$ cat src/sv/rlen_pkg.sv
// Shared types and constants for the run-length encoder with null handling.
package rlen_pkg;

  localparam int unsigned DATA_W      = 32;
  localparam int unsigned COUNT_W     = 17;
  localparam int unsigned COUNT_MAX   = 131071;
  localparam int unsigned IN_TDATA_W  = 32;
  localparam int unsigned OUT_TDATA_W = 56;
  localparam int unsigned QUEUE_DEPTH = 4;
  localparam int unsigned PTR_W       = $clog2(QUEUE_DEPTH);
  localparam int unsigned FILL_W      = $clog2(QUEUE_DEPTH + 1);

  // One finished run waiting to be delivered.
  typedef struct packed {
    logic [COUNT_W-1:0] run_length;
    logic [DATA_W-1:0]  run_value;
    logic               final_run;
  } run_t;

  // What the front hands the queue in one cycle: zero, one or two runs,
  // with the earlier one always in slot a.
  typedef struct packed {
    logic [1:0] num;
    run_t       run_a;
    run_t       run_b;
  } push_t;

endpackage

$ cat src/sv/rlen_front.sv
// Front end: accepts column elements, tracks the open run and classifies each element.
module rlen_front #(
  parameter int unsigned VALUE_WIDTH = 32,
  parameter int unsigned MAX_COLUMN  = 65536
) (
  input  logic                     clk_i,
  input  logic                     rst_ni,
  input  logic                     in_valid_i,
  input  logic [rlen_pkg::DATA_W-1:0] in_value_i,
  input  logic                     in_present_i,
  input  logic                     in_last_i,
  input  logic                     space_i,
  output logic                     in_ready_o,
  output rlen_pkg::push_t          push_o
);

  localparam int unsigned CMP_W =
    (VALUE_WIDTH > rlen_pkg::DATA_W) ? rlen_pkg::DATA_W : VALUE_WIDTH;
  localparam logic [rlen_pkg::COUNT_W-1:0] LIMIT = rlen_pkg::COUNT_W'(
    (MAX_COLUMN > rlen_pkg::COUNT_MAX) ? rlen_pkg::COUNT_MAX : MAX_COLUMN);

  logic [CMP_W-1:0]            val_q, val_d;
  logic [rlen_pkg::COUNT_W-1:0] cnt_q, cnt_d;
  logic                        in_col_q, in_col_d;

  logic                        accept;
  logic [CMP_W-1:0]            v;
  logic                        emit_closed;
  logic [rlen_pkg::DATA_W-1:0] old_val_ext;
  logic [rlen_pkg::DATA_W-1:0] new_val_ext;
  rlen_pkg::run_t              closed_run;
  rlen_pkg::run_t              final_run;

  assign in_ready_o = space_i;
  assign accept     = in_valid_i & space_i;
  assign v          = in_value_i[CMP_W-1:0];

  always_comb begin
    val_d       = val_q;
    cnt_d       = cnt_q;
    in_col_d    = in_col_q;
    emit_closed = 1'b0;
    old_val_ext = '0;
    old_val_ext[CMP_W-1:0] = val_q;
    if (accept) begin
      if (!in_col_q) begin
        val_d    = v;
        cnt_d    = rlen_pkg::COUNT_W'(1);
        in_col_d = 1'b1;
      end else if ((v == val_q) || !in_present_i) begin
        if (cnt_q >= LIMIT) begin
          emit_closed = 1'b1;
          cnt_d       = rlen_pkg::COUNT_W'(1);
        end else begin
          cnt_d = cnt_q + rlen_pkg::COUNT_W'(1);
        end
      end else begin
        emit_closed = 1'b1;
        val_d       = v;
        cnt_d       = rlen_pkg::COUNT_W'(1);
      end
    end
    new_val_ext = '0;
    new_val_ext[CMP_W-1:0] = val_d;

    closed_run.run_length = cnt_q;
    closed_run.run_value  = old_val_ext;
    closed_run.final_run  = 1'b0;
    final_run.run_length  = cnt_d;
    final_run.run_value   = new_val_ext;
    final_run.final_run   = 1'b1;

    push_o.run_a = emit_closed ? closed_run : final_run;
    push_o.run_b = final_run;
    push_o.num   = 2'd0;
    if (accept) begin
      push_o.num = {1'b0, emit_closed} + {1'b0, in_last_i};
    end

    // The column closes after its last element.
    if (accept && in_last_i) begin
      in_col_d = 1'b0;
      cnt_d    = '0;
    end
  end

  always_ff @(posedge clk_i or negedge rst_ni) begin
    if (!rst_ni) begin
      cnt_q    <= '0;
      in_col_q <= 1'b0;
    end else begin
      cnt_q    <= cnt_d;
      in_col_q <= in_col_d;
    end
  end

  always_ff @(posedge clk_i) begin
    val_q <= val_d;
  end

`ifndef NO_ASSERTIONS
  a_last_closes: assert property (@(posedge clk_i) disable iff (!rst_ni)
    accept && in_last_i |=> !in_col_q && (cnt_q == '0))
    else $error("column still open after its last element");
  a_open_has_count: assert property (@(posedge clk_i) disable iff (!rst_ni)
    in_col_q |-> (cnt_q != '0) && (cnt_q <= LIMIT))
    else $error("open run with a count outside 1..limit");
`endif

endmodule

$ cat src/sv/rlen_queue.sv
// Short queue between front and back; takes up to two runs per cycle, gives one.
module rlen_queue (
  input  logic            clk_i,
  input  logic            rst_ni,
  input  rlen_pkg::push_t push_i,
  output logic            space_o,
  input  logic            pop_i,
  output logic            head_valid_o,
  output rlen_pkg::run_t  head_o
);

  rlen_pkg::run_t              mem_q [rlen_pkg::QUEUE_DEPTH];
  logic [rlen_pkg::PTR_W-1:0]  wr_ptr_q, wr_ptr_d;
  logic [rlen_pkg::PTR_W-1:0]  rd_ptr_q, rd_ptr_d;
  logic [rlen_pkg::FILL_W-1:0] fill_q, fill_d;
  logic [rlen_pkg::PTR_W-1:0]  wr_ptr_nxt;

  // Room for two runs is required so a last element can always be taken.
  assign space_o      = fill_q <= rlen_pkg::FILL_W'(rlen_pkg::QUEUE_DEPTH - 2);
  assign head_valid_o = fill_q != '0;
  assign head_o       = mem_q[rd_ptr_q];
  assign wr_ptr_nxt   = wr_ptr_q + rlen_pkg::PTR_W'(1);

  always_comb begin
    wr_ptr_d = wr_ptr_q + rlen_pkg::PTR_W'(push_i.num);
    rd_ptr_d = rd_ptr_q + rlen_pkg::PTR_W'(pop_i);
    fill_d   = fill_q + rlen_pkg::FILL_W'(push_i.num) - rlen_pkg::FILL_W'(pop_i);
  end

  always_ff @(posedge clk_i or negedge rst_ni) begin
    if (!rst_ni) begin
      wr_ptr_q <= '0;
      rd_ptr_q <= '0;
      fill_q   <= '0;
    end else begin
      wr_ptr_q <= wr_ptr_d;
      rd_ptr_q <= rd_ptr_d;
      fill_q   <= fill_d;
    end
  end

  always_ff @(posedge clk_i) begin
    if (push_i.num != 2'd0) begin
      mem_q[wr_ptr_q] <= push_i.run_a;
    end
    if (push_i.num == 2'd2) begin
      mem_q[wr_ptr_nxt] <= push_i.run_b;
    end
  end

`ifndef NO_ASSERTIONS
  a_no_overflow: assert property (@(posedge clk_i) disable iff (!rst_ni)
    (push_i.num != 2'd0) |-> space_o)
    else $error("runs pushed into a queue without room");
  a_no_underflow: assert property (@(posedge clk_i) disable iff (!rst_ni)
    pop_i |-> head_valid_o)
    else $error("pop from an empty queue");
`endif

endmodule

$ cat src/sv/rlen_back.sv
// Back end: output register that delivers queued runs on the master stream.
module rlen_back (
  input  logic                             clk_i,
  input  logic                             rst_ni,
  input  logic                             head_valid_i,
  input  rlen_pkg::run_t                   head_i,
  output logic                             pop_o,
  output logic                             out_valid_o,
  input  logic                             out_ready_i,
  output logic [rlen_pkg::OUT_TDATA_W-1:0] out_data_o,
  output logic                             out_last_o
);

  logic                             valid_q;
  logic [rlen_pkg::OUT_TDATA_W-1:0] data_q, data_d;
  logic                             last_q;
  logic                             load;

  assign load  = !valid_q || out_ready_i;
  assign pop_o = head_valid_i && load;

  always_comb begin
    data_d = '0;
    data_d[rlen_pkg::COUNT_W-1:0] = head_i.run_length;
    data_d[rlen_pkg::COUNT_W +: rlen_pkg::DATA_W] = head_i.run_value;
  end

  always_ff @(posedge clk_i or negedge rst_ni) begin
    if (!rst_ni) begin
      valid_q <= 1'b0;
    end else if (load) begin
      valid_q <= head_valid_i;
    end
  end

  always_ff @(posedge clk_i) begin
    if (pop_o) begin
      data_q <= data_d;
      last_q <= head_i.final_run;
    end
  end

  assign out_valid_o = valid_q;
  assign out_data_o  = data_q;
  assign out_last_o  = last_q;

endmodule

$ cat src/sv/run_length_encoder_with_nulls_unit.sv
// Top level of the run-length encoder for columns that may contain nulls.
//
// Usage: column elements arrive on the slave stream, one per beat. tdata
// carries the value, tuser is the present flag (low means null) and tlast
// marks the final element of a column. Each element either extends the open
// run (equal value or null) or closes it; closed runs leave on the master
// stream as run length and run value, with tlast set on the final run.
// The first element of a column always opens the run, even when it is null.
// A run that reaches MAX_COLUMN elements (at most 131071) is closed and
// restarted. An accepted element's first run is queued and then registered
// in the back end before it reaches the master side. One element is taken
// every cycle while the master side keeps up; a last element that closes a
// run as well yields two runs in one cycle, and since the back end drains
// one run per cycle, the queue between front and back absorbs them. The
// slave side is ready while the four-entry queue has room for two runs, so a
// stalled receiver backs up the input and nothing is lost. Reset closes any
// open column and empties the queue; the next element starts a new column.
module run_length_encoder_with_nulls_unit #(
  parameter int unsigned VALUE_WIDTH = 32,
  parameter int unsigned MAX_COLUMN  = 65536
) (
  input  logic                             clk_i,
  input  logic                             rst_ni,
  input  logic                             s_axis_tvalid,
  output logic                             s_axis_tready,
  input  logic [rlen_pkg::IN_TDATA_W-1:0]  s_axis_tdata,  // [31:0] value
  input  logic                             s_axis_tuser,  // [0] present
  input  logic                             s_axis_tlast,
  output logic                             m_axis_tvalid,
  input  logic                             m_axis_tready,
  // [16:0] run_length, [48:17] run_value, [55:49] zero fill
  output logic [rlen_pkg::OUT_TDATA_W-1:0] m_axis_tdata,
  output logic                             m_axis_tlast   // final_run
);

  rlen_pkg::push_t push;
  logic            space;
  logic            pop;
  logic            head_valid;
  rlen_pkg::run_t  head;

  // Front end holds the open run and decides which runs each element closes.
  rlen_front #(
    .VALUE_WIDTH (VALUE_WIDTH),
    .MAX_COLUMN  (MAX_COLUMN)
  ) u_front (
    .clk_i        (clk_i),
    .rst_ni       (rst_ni),
    .in_valid_i   (s_axis_tvalid),
    .in_value_i   (s_axis_tdata),
    .in_present_i (s_axis_tuser),
    .in_last_i    (s_axis_tlast),
    .space_i      (space),
    .in_ready_o   (s_axis_tready),
    .push_o       (push)
  );

  // The queue decouples the two sides so either one can stall.
  rlen_queue u_queue (
    .clk_i        (clk_i),
    .rst_ni       (rst_ni),
    .push_i       (push),
    .space_o      (space),
    .pop_i        (pop),
    .head_valid_o (head_valid),
    .head_o       (head)
  );

  // The back end registers one run at a time for the receiver.
  rlen_back u_back (
    .clk_i        (clk_i),
    .rst_ni       (rst_ni),
    .head_valid_i (head_valid),
    .head_i       (head),
    .pop_o        (pop),
    .out_valid_o  (m_axis_tvalid),
    .out_ready_i  (m_axis_tready),
    .out_data_o   (m_axis_tdata),
    .out_last_o   (m_axis_tlast)
  );

endmodule
$ cat config.mk
export PLATFORM = sky130hd
export DESIGN_NAME = run_length_encoder_with_nulls_unit
export DESIGN_NICKNAME = d
export VERILOG_FILES = /design/src/sv/rlen_pkg.sv /design/src/sv/rlen_front.sv /design/src/sv/rlen_queue.sv /design/src/sv/rlen_back.sv /design/src/sv/run_length_encoder_with_nulls_unit.sv
export SDC_FILE = /design/constraint.sdc
export NUM_CORES = 1
export LEC_CHECK = 0
export BUFFER_PORTS_ARGS = -buffer_cell sky130_fd_sc_hd__buf_4
export CAP_MARGIN = 20
export CORE_AREA = 2 2 149 224
export CTS_CLUSTER_SIZE = 10
export DETAILED_ROUTE_END_ITERATION = 10
export DIE_AREA = 0 0 151 226
export PLACE_DENSITY = 0.81
export SKIP_CTS_REPAIR_TIMING = 1
export SYNTH_ARGS = -nofsm -noshare
export SYNTH_HDL_FRONTEND = slang
export SYNTH_SLANG_ARGS = --single-unit
export TNS_END_PERCENT = 1
$ cat constraint.sdc
create_clock -name clk_i -period 4.6 [get_ports clk_i]
set_clock_uncertainty 0.2 [all_clocks]
set_input_delay 0.69 -clock clk_i [delete_from_list [all_inputs] [get_ports clk_i]]
set_output_delay 0.69 -clock clk_i [all_outputs]
set_load 0.1 [all_outputs]
==> results.sh, run 1 <==
export IMPL_post_route_period_util=0.861
export IMPL_synth_ff_type="edfxtp_1"
export IMPL_cpPeakStageDelay_ns=0.46
export IMPL_clkLatencyLatePin_ns=0.54
export IMPL_synth_top_area_cell="edfxtp_1"
export IMPL_crit_fanout=10
export IMPL_cts_tree="done"
export IMPL_overflow=0
export IMPL_period_minus_slack_ns=3.96
export IMPL_yosysMostFrequentCell="edfxtp_1"
export IMPL_syn_instance_count=1291
export IMPL_nets=1406
export IMPL_synthToLayoutAreaGrowth_pct=14.9
export IMPL_io_buffers=89
export IMPL_cp_arrival_ns=4.12
export IMPL_finalPower_mw=11.9
export IMPL_ir_worst_vdd_uv=470
export IMPL_start_kind="flop"
export IMPL_setup_viol=0
export IMPL_synthTopCellsByCount="edfxtp_1 (246), inv_1 (119), o22ai_1 (97)"
export IMPL_crit_start="u_front.old_val_ext[7]"
export IMPL_max_freq_ghz=0.253
export IMPL_start_util=0.493
export IMPL_cts_max_level=2
export IMPL_p_leak_nw=6.58
export IMPL_hp_start="m_axis_tready"
export IMPL_ys_seq_area_frac=0.551
export IMPL_async_flop_share=0.0844
export IMPL_slowest_stage="or3_1"
export IMPL_track_usage=0.277
export IMPL_num_vias=12400
export IMPL_synth_top_area_frac=0.464
export IMPL_worstPathRequired_ns=4.76
export IMPL_route_detailed_drc=0
export IMPL_core_mm2=0.0322
export IMPL_synth_edf_count=246
export IMPL_dp_final_hpwl_um=28800
export IMPL_antenna_cells=0
export IMPL_final_hold_violation_count=0
export IMPL_met3_usage=0.0430
export IMPL_fp_row_count=81
export IMPL_wl_per_cell_um=26.1
export IMPL_yosysWarnings=0
export IMPL_drive_gt1_frac=0.240
export IMPL_crit_path_end_kind="flop"
export IMPL_relSlewSlack=0.258
export IMPL_p_per_area_mw_per_mm2=652
export IMPL_avgSynthCellArea_um2=12.3
export IMPL_finalInstanceArea_mm2=0.0183
export IMPL_tightest_slew_ns=1.11
export IMPL_numCtsBuffers=37
export IMPL_rsz0062_at_grt="no"
export IMPL_instances_no_fill=1801
export IMPL_synth_area_leaders="edfxtp_1 (46%), mux4_2 (7.1%), dfxtp_1 (4.5%)"
export IMPL_crit_top_cell="a31oi_1"
export IMPL_die_h_um=226
export IMPL_ant_nets=0
export IMPL_yosysUniqueCellTypes=69
export IMPL_hold_path_class="input pin to flop"
export IMPL_final_core_util=0.567
export IMPL_die_w_um=151
export IMPL_ff_latch_area_mm2=0.00876
export IMPL_placed_cell_area_mm2=0.0172
export IMPL_grt_pass1_vias=12500
export IMPL_firstDrtPassIters=9
export IMPL_gr_usage_met2=0.473
export IMPL_grt_first_pass_wirelength_um=71100
export IMPL_clock_sinks=308
export IMPL_use_met1=0.319
export IMPL_place_congestion=1.00
export IMPL_drt_iter0_drc=1361
export IMPL_fillers=2600
export IMPL_antenna_found_initial=0
export IMPL_multi_input_area_mm2=0.00615
export IMPL_status="finished, final reports clean"
export IMPL_vias_per_cell=6.89
export IMPL_synthesis_area_mm2=0.0159
export IMPL_maxSlewViolCount=0
export IMPL_cts_root_buf="clkbuf_16"
export IMPL_cts_reportedPaths_clkPinSlew_ns=0.06
export IMPL_gr_max_usage_layer="met2"
export IMPL_clockBufferDepth=3
export IMPL_grt_max_degree=74
export IMPL_drt_wl_total_um=47000
export IMPL_dp_cells=1734
export IMPL_worst_path_buf_inv=1
export IMPL_path_delay_family="simple AND/OR/NAND/NOR gates"
export IMPL_maxCapViolations=0
export IMPL_dieArea_mm2=0.0341
export IMPL_crit_chain="xor2_1 -> nor4_1 -> nand4_1 -> o21ai_2 -> nand2_1 -> ha_1 -> nor2b_1 -> a21oi_1 -> or3_1 -> nor2_1 -> buf_4 -> a31oi_1 -> a31oi_1"
export IMPL_synth_seq_cells=308
export IMPL_critPathKind="flop to flop"
export IMPL_finalSetupTns_ns=0
export IMPL_ioPinCount=97
export IMPL_regToRegStartpoint="u_front.old_val_ext[7]"
==> final timing paths <==
kind / cells past startpoint / slack (ns) / end
worst min-delay path: 2 / 0.15 / u_back.out_valid_o
max in group asynchronous: 2 / 3.43 / u_queue.rd_ptr_q[0]
min in group asynchronous: 2 / 0.44 / u_front.cnt_q[8]
worst min register to register: 1 / 0.27 / u_queue.mem_q[2][0]
worst max register to register: 13 / 0.64 / u_queue.mem_q[1][40]
worst max-delay path: 13 / 0.64 / u_queue.mem_q[1][40]
==> report_power, final <==
group	internal, mW	leakage [nW]	total (mW)	switching [mW]
Sequential	3.70	2.97	4.18	0.486
Clock	1.63	0.530	2.74	1.11
Combinational	1.40	3.07	4.98	3.58
Total	6.73	6.58	11.9	5.18
==> flip-flops by register name (all words and copies together), names as in the netlist <==
signal               flops
u_queue.mem_q          200
u_back.out_data_o       49
u_front.old_val_ext     32
u_front.cnt_q           17
u_queue.fill_q           3
u_queue.rd_ptr_q         2
u_queue.wr_ptr_q         2
u_back.out_last_o        1
u_back.out_valid_o       1
u_front.in_col_q         1
==> metrics by stage <==
stage / worst slack (ns) / hold slack [ns]
after global routing: 0.496 / 0.161
after CTS: 0.728 / -0.112
final: 0.640 / 0.145
after global placement: 0.308 / 0.247
after detailed placement: 0.258 / 0.252
after floorplan: -0.223 / 0.194
==> metal layers <==
layer  vias up  part of all wire
li1       5217                 -
met1      6040              0.34
met2       914              0.51
met3       232             0.086
met4         0             0.067
met5         -                 0
==> logic make-up (layout without fill, tap and decap cells) <==
logic type	after synthesis	count (layout)	share of synthesized area
XOR/XNOR	43	43	0.0237
AO/OA/AOI/OAI	361	361	0.167
flip-flops	308	308	0.551
AND/OR/NAND/NOR	272	272	0.114
other	1	7	0.000236
adder cells (fa/ha/maj)	9	9	0.00755
multiplexers	50	50	0.0708
buffers and inverters	247	336	0.0658
==> layout by cell type, fill, tap and decap left out, drive strengths merged, types with 24 or more instances in the layout <==
cell type,instances
buf,148
nand2,54
o311ai,32
dfrtp,26
a31oi,24
or3,32
mux4,50
o32ai,32
nor3,47
o22ai,97
o21ai,39
o211ai,24
nor2,35
inv,122
o2111a,32
nor4,44
a21oi,40
clkbuf,62
edfxtp,246
xor2,37
dfxtp,36
==> area by class of cell <==
type	instances	share of cell area
inverters	121	0.0249
well taps	415	0.0284
repair buffers	149	0.0696
multi-input cells	742	0.337
flip-flops and latches	308	0.480
clock buffers	62	0.0581
clock inverters	4	0.00281
No activity file was read; power rests on OpenSTA's default activity.
==> inputs of run 2 (changes only) <==
- CELL_PAD_IN_SITES_DETAIL_PLACEMENT: unset -> 1
- CELL_PAD_IN_SITES_GLOBAL_PLACEMENT: unset -> 1
- CORE_AREA: 2 2 149 224 -> 2 2 157 236
- DIE_AREA: 0 0 151 226 -> 0 0 159 238
- PLACE_DENSITY: 0.81 -> 0.86
==> results.sh, run 2 (synthesis results as in run 1) <==
export IMPL_worst_path_buf_inv=1
export IMPL_clockPowerShare=0.223
export IMPL_tightest_slew_ns=1.05
export IMPL_overflow=0
export IMPL_finalSetupTns_ns=0
export IMPL_p_int_mw=6.63
export IMPL_track_usage=0.278
export IMPL_die_w_um=159
export IMPL_antenna_cells=0
export IMPL_regMostFlops="u_queue.mem_q"
export IMPL_start_kind="flop"
export IMPL_antenna_found_initial=0
export IMPL_p_per_area_mw_per_mm2=652
export IMPL_hold_path_class="input pin to flop"
export IMPL_route_detailed_drc=0
export IMPL_placed_cell_area_mm2=0.0173
export IMPL_relSlewSlack=0.296
export IMPL_drt_iter0_drc=1385
export IMPL_slowest_stage="nor3_2"
export IMPL_regToRegStartpoint="u_front.old_val_ext[7]"
export IMPL_drt_wl_total_um=53200
export IMPL_crit_chain="xor2_1 -> nor4_1 -> nand4_1 -> o21ai_2 -> nand2_1 -> ha_1 -> o21ai_0 -> nor3_2 -> nor2_2 -> buf_12 -> o22ai_1"
export IMPL_firstDrtPassIters=5
export IMPL_worstPathRequired_ns=4.75
export IMPL_grt_first_pass_wirelength_um=80800
export IMPL_critPathKind="flop to flop"
export IMPL_cts_reportedPaths_clkPinSlew_ns=0.06
export IMPL_ff_latch_area_mm2=0.00876
export IMPL_final_common_cell="edfxtp_1"
export IMPL_nets=1412
export IMPL_finalPower_mw=12.0
export IMPL_synthToLayoutAreaGrowth_pct=15.5
export IMPL_grt_max_degree=66
export IMPL_dp_final_hpwl_um=32500
export IMPL_fillers=3709
export IMPL_finalInstanceArea_mm2=0.0184
export IMPL_hp_start="m_axis_tready"
export IMPL_die_h_um=238
export IMPL_combPwrFrac=0.425
export IMPL_crit_fanout=32
export IMPL_cp_arrival_ns=4.39
export IMPL_status="finished, final reports clean"
export IMPL_maxCapViolations=0
export IMPL_p_sw_frac=0.447
export IMPL_period_minus_slack_ns=4.24
export IMPL_clkLatencyLatePin_ns=0.55
export IMPL_cts_max_level=2
export IMPL_vias_per_cell=6.76
export IMPL_seq_power_share=0.352
export IMPL_maxSlewViolCount=0
export IMPL_clockBufferDepth=3
export IMPL_num_vias=12600
export IMPL_crit_start="u_front.old_val_ext[7]"
export IMPL_final_hold_violation_count=0
export IMPL_power_switching_mw=5.35
export IMPL_post_route_period_util=0.921
export IMPL_dieArea_mm2=0.0378
export IMPL_layout_common_cells="edfxtp_1 (246), buf_4 (142), inv_1 (114)"
export IMPL_instances_no_fill=1871
export IMPL_ioPinCount=97
export IMPL_io_buffers=89
export IMPL_wl_per_cell_um=28.4
export IMPL_grt_pass1_vias=13600
export IMPL_p_leak_nw=6.59
export IMPL_ant_nets=0
export IMPL_max_freq_ghz=0.236
export IMPL_multi_input_area_mm2=0.00616
export IMPL_fp_row_count=85
export IMPL_start_util=0.445
export IMPL_cpPeakStageDelay_ns=0.84
export IMPL_setup_slack_ns=0.363
export IMPL_setup_viol=0
export IMPL_drive_gt1_frac=0.243
export IMPL_largest_register_ffs=200
export IMPL_dp_cells=1802
export IMPL_crit_path_end_kind="flop"
export IMPL_path_delay_family="simple AND/OR/NAND/NOR gates"
export IMPL_ir_worst_vdd_uv=544
export IMPL_place_congestion=0.909
export IMPL_cts_root_buf="clkbuf_16"
export IMPL_rsz0062_at_grt="no"
export IMPL_place_ws_ns=0.0482
export IMPL_clock_sinks=308
export IMPL_numCtsBuffers=37
export IMPL_cts_tree="done"
export IMPL_core_mm2=0.0357
-- run 2: cell types whose count changed in the layout (fill, tap and decap cells not counted), sizes merged --
cell | before | now
buf | 148 | 154
bufinv | 1 | 0
clkinv | 1 | 3
clkinvlp | 1 | 0
inv | 122 | 123
-- run 2: worst paths after layout --
check | to | slack [ns] | cells after the start
max in group asynchronous | u_queue.rd_ptr_q[0] | 3.42 | 2
min reg2reg | u_queue.mem_q[0][0] | 0.29 | 2
min | u_back.out_valid_o | 0.15 | 2
max | u_queue.mem_q[3][7] | 0.36 | 11
min in group asynchronous | u_front.cnt_q[10] | 0.42 | 2
max reg2reg | u_queue.mem_q[3][7] | 0.36 | 11
-- run 2: worst reg2reg max path: cells and delay by family, from the launching register on --
kind                     cells  cell delay [ns]
buffers and inverters        1             0.25
adder cells (fa/ha/maj)      1             0.45
AO/OA/AOI/OAI                3             0.74
flip-flops                   1             0.34
XOR/XNOR                     1             0.24
AND/OR/NAND/NOR              5             1.85
-- run 2: cell type report --
| type | count | area share |
|---|---|---|
| well taps | 478 | 0.0325 |
| clock buffers | 62 | 0.0555 |
| inverters | 121 | 0.0247 |
| clock inverters | 5 | 0.00300 |
| multi-input cells | 742 | 0.335 |
| flip-flops and latches | 308 | 0.477 |
| repair buffers | 155 | 0.0720 |
-- run 2: routing by layer --
layer  wire length [µm]  vias up  share of wire  GRT usage
met5                  0        -              0          0
met4               3500        0          0.066      0.192
met3               3890      227          0.073     0.0403
met2              27200      730           0.51      0.486
met1              18600     6438           0.35      0.314
li1                   -     5245              -          -
-- run 2: per-stage QoR --
step	hold slack (ns)	utilization
final	0.149	0.514
after global routing	0.150	0.514
after CTS	-0.116	0.513
after detailed placement	0.275	0.483
after global placement	0.250	0.483
after floorplan	0.194	-
-- run 2: power by group through the flow --
stage,clock (mW),sequential [mW],combinational (mW)
after detailed placement,0,4.25,5.01
final,2.68,4.21,5.09
after global routing,2.81,4.27,5.32
after global placement,0,4.21,4.83
after floorplan,0,5.47,2.34
after CTS,2.71,4.20,5.07
==> inputs of run 3 (changes only) <==
- CORE_AREA: 2 2 157 236 -> 2 2 149 224
- DIE_AREA: 0 0 159 238 -> 0 0 151 226
- PLACE_DENSITY: 0.86 -> 0.9
- clock period: 4.6 -> 4.62 ns (I/O delays scaled with it)
==> results.sh, run 3 (synthesis results as in run 1) <==
export IMPL_status="finished, final reports clean"
export IMPL_ant_nets=0
export IMPL_synthToLayoutAreaGrowth_pct=14.3
export IMPL_regToRegSetupSlack_ns=0.45
export IMPL_final_common_cell="edfxtp_1"
export IMPL_cp_arrival_ns=4.30
export IMPL_crit_path_end_kind="flop"
export IMPL_post_route_period_util=0.902
export IMPL_dp_final_hpwl_um=32700
export IMPL_drt_iter0_drc=1575
export IMPL_track_usage=0.325
export IMPL_overflow=0
export IMPL_dieArea_mm2=0.0341
export IMPL_critPathKind="flop to flop"
export IMPL_setup_viol=0
export IMPL_vias_per_cell=7.21
export IMPL_max_freq_ghz=0.240
export IMPL_rr_worst_depth=13
export IMPL_antenna_found_initial=1
export IMPL_regToRegStartpoint="u_front.old_val_ext[28]"
export IMPL_ioPinCount=97
export IMPL_cts_max_level=2
export IMPL_place_congestion=0.987
export IMPL_period_minus_slack_ns=4.17
export IMPL_route_detailed_drc=0
export IMPL_crit_start="u_front.old_val_ext[28]"
export IMPL_cts_reportedPaths_clkPinSlew_ns=0.06
export IMPL_firstDrtPassIters=5
export IMPL_wl_per_cell_um=30.4
export IMPL_num_vias=12900
export IMPL_r2r_end="u_queue.mem_q[1][35]"
export IMPL_grt_max_degree=66
export IMPL_worstPathRequired_ns=4.75
export IMPL_tightest_slew_ns=0.943
export IMPL_nets=1404
export IMPL_largest_register_ffs=200
export IMPL_regMostFlops="u_queue.mem_q"
export IMPL_drive_gt1_frac=0.236
export IMPL_layout_common_cells="edfxtp_1 (246), buf_4 (135), inv_1 (114)"
export IMPL_cts_tree="done"
export IMPL_die_w_um=151
export IMPL_maxSlewViolCount=0
export IMPL_start_util=0.493
export IMPL_hold_path_class="input pin to flop"
export IMPL_clkLatencyLatePin_ns=0.53
export IMPL_io_buffers=89
export IMPL_grt_first_pass_wirelength_um=82600
export IMPL_numCtsBuffers=36
export IMPL_finalPower_mw=11.9
export IMPL_instances_no_fill=1797
export IMPL_whs_ns=0.174
export IMPL_finalInstanceArea_mm2=0.0182
export IMPL_cts_root_buf="clkbuf_16"
export IMPL_p_leak_nw=6.53
export IMPL_ir_worst_vdd_uv=449
export IMPL_endpoint="u_queue.mem_q[1][35]"
export IMPL_maxCapViolations=0
export IMPL_crit_fanout=10
export IMPL_start_kind="flop"
export IMPL_clock_sinks=308
export IMPL_dp_cells=1733
export IMPL_relSlewSlack=0.371
export IMPL_final_hold_violation_count=0
export IMPL_core_mm2=0.0322
export IMPL_p_per_area_mw_per_mm2=656
export IMPL_placed_cell_area_mm2=0.0172
export IMPL_clockBufferDepth=3
export IMPL_grt_pass1_vias=13800
export IMPL_die_h_um=226
export IMPL_fp_row_count=81
export IMPL_rsz0062_at_grt="no"
export IMPL_drt_wl_total_um=54700
-- run 3: how the worst min path moves through the flow --
stage	slack (ns)	end	cells after the start	start
6_report	0.17	u_back.out_valid_o	2	m_axis_tready
3_5_place_dp	0.28	u_queue.mem_q[0][0]	2	u_queue.mem_q[0][0]
3_3_place_gp	0.24	u_queue.mem_q[2][0]	1	u_queue.mem_q[2][0]
5_1_grt	0.20	u_back.out_valid_o	2	m_axis_tready
2_1_floorplan	0.20	u_back.out_valid_o	0	rst_ni
4_1_cts	-0.10	u_front.cnt_q[12]	1	rst_ni
-- run 3: layout make-up --
type,count,area [µm²]
clock buffer,62,1020
multi-input combinational,742,6160
timing repair buffer,148,1260
inverter,121,454
antenna,1,2.50
tap,415,519
sequential,308,8760
fill,3259,14000
-- run 3: critical path, cell delays in order (launching register included) --
cell,delay [ns]
dfxtp_1,0.33
xor2_1,0.21
nor4_1,0.33
buf_4,0.23
nand4_1,0.19
o21ai_2,0.24
nand2_1,0.15
ha_1,0.42
nor2b_1,0.23
a21oi_1,0.07
or3_1,0.49
nor2_1,0.47
nand3_1,0.15
a31oi_1,0.26
-- run 3: routing by layer --
metal	global-route usage	up-vias	share of wire
met2	0.540	975	0.50
met4	0.219	0	0.068
li1	-	5222	-
met3	0.0646	292	0.096
met1	0.377	6459	0.34
met5	0	-	0
-- run 3: power breakdown --
part | internal, mW | switching (mW) | leakage (nW)
logic | 1.39 | 3.73 | 3.07
registers | 3.68 | 0.517 | 2.97
clock network | 1.49 | 1.12 | 0.485
total | 6.56 | 5.37 | 6.53
-- run 3: through the flow --
stage               setup TNS [ns]  setup WS (ns)  utilization
finish                           0          0.452        0.564
global route                     0          0.288        0.564
CTS                              0          0.582        0.564
detailed placement               0          0.217        0.532
global placement                 0          0.364        0.532
floorplan                    -6.23         -0.206            -
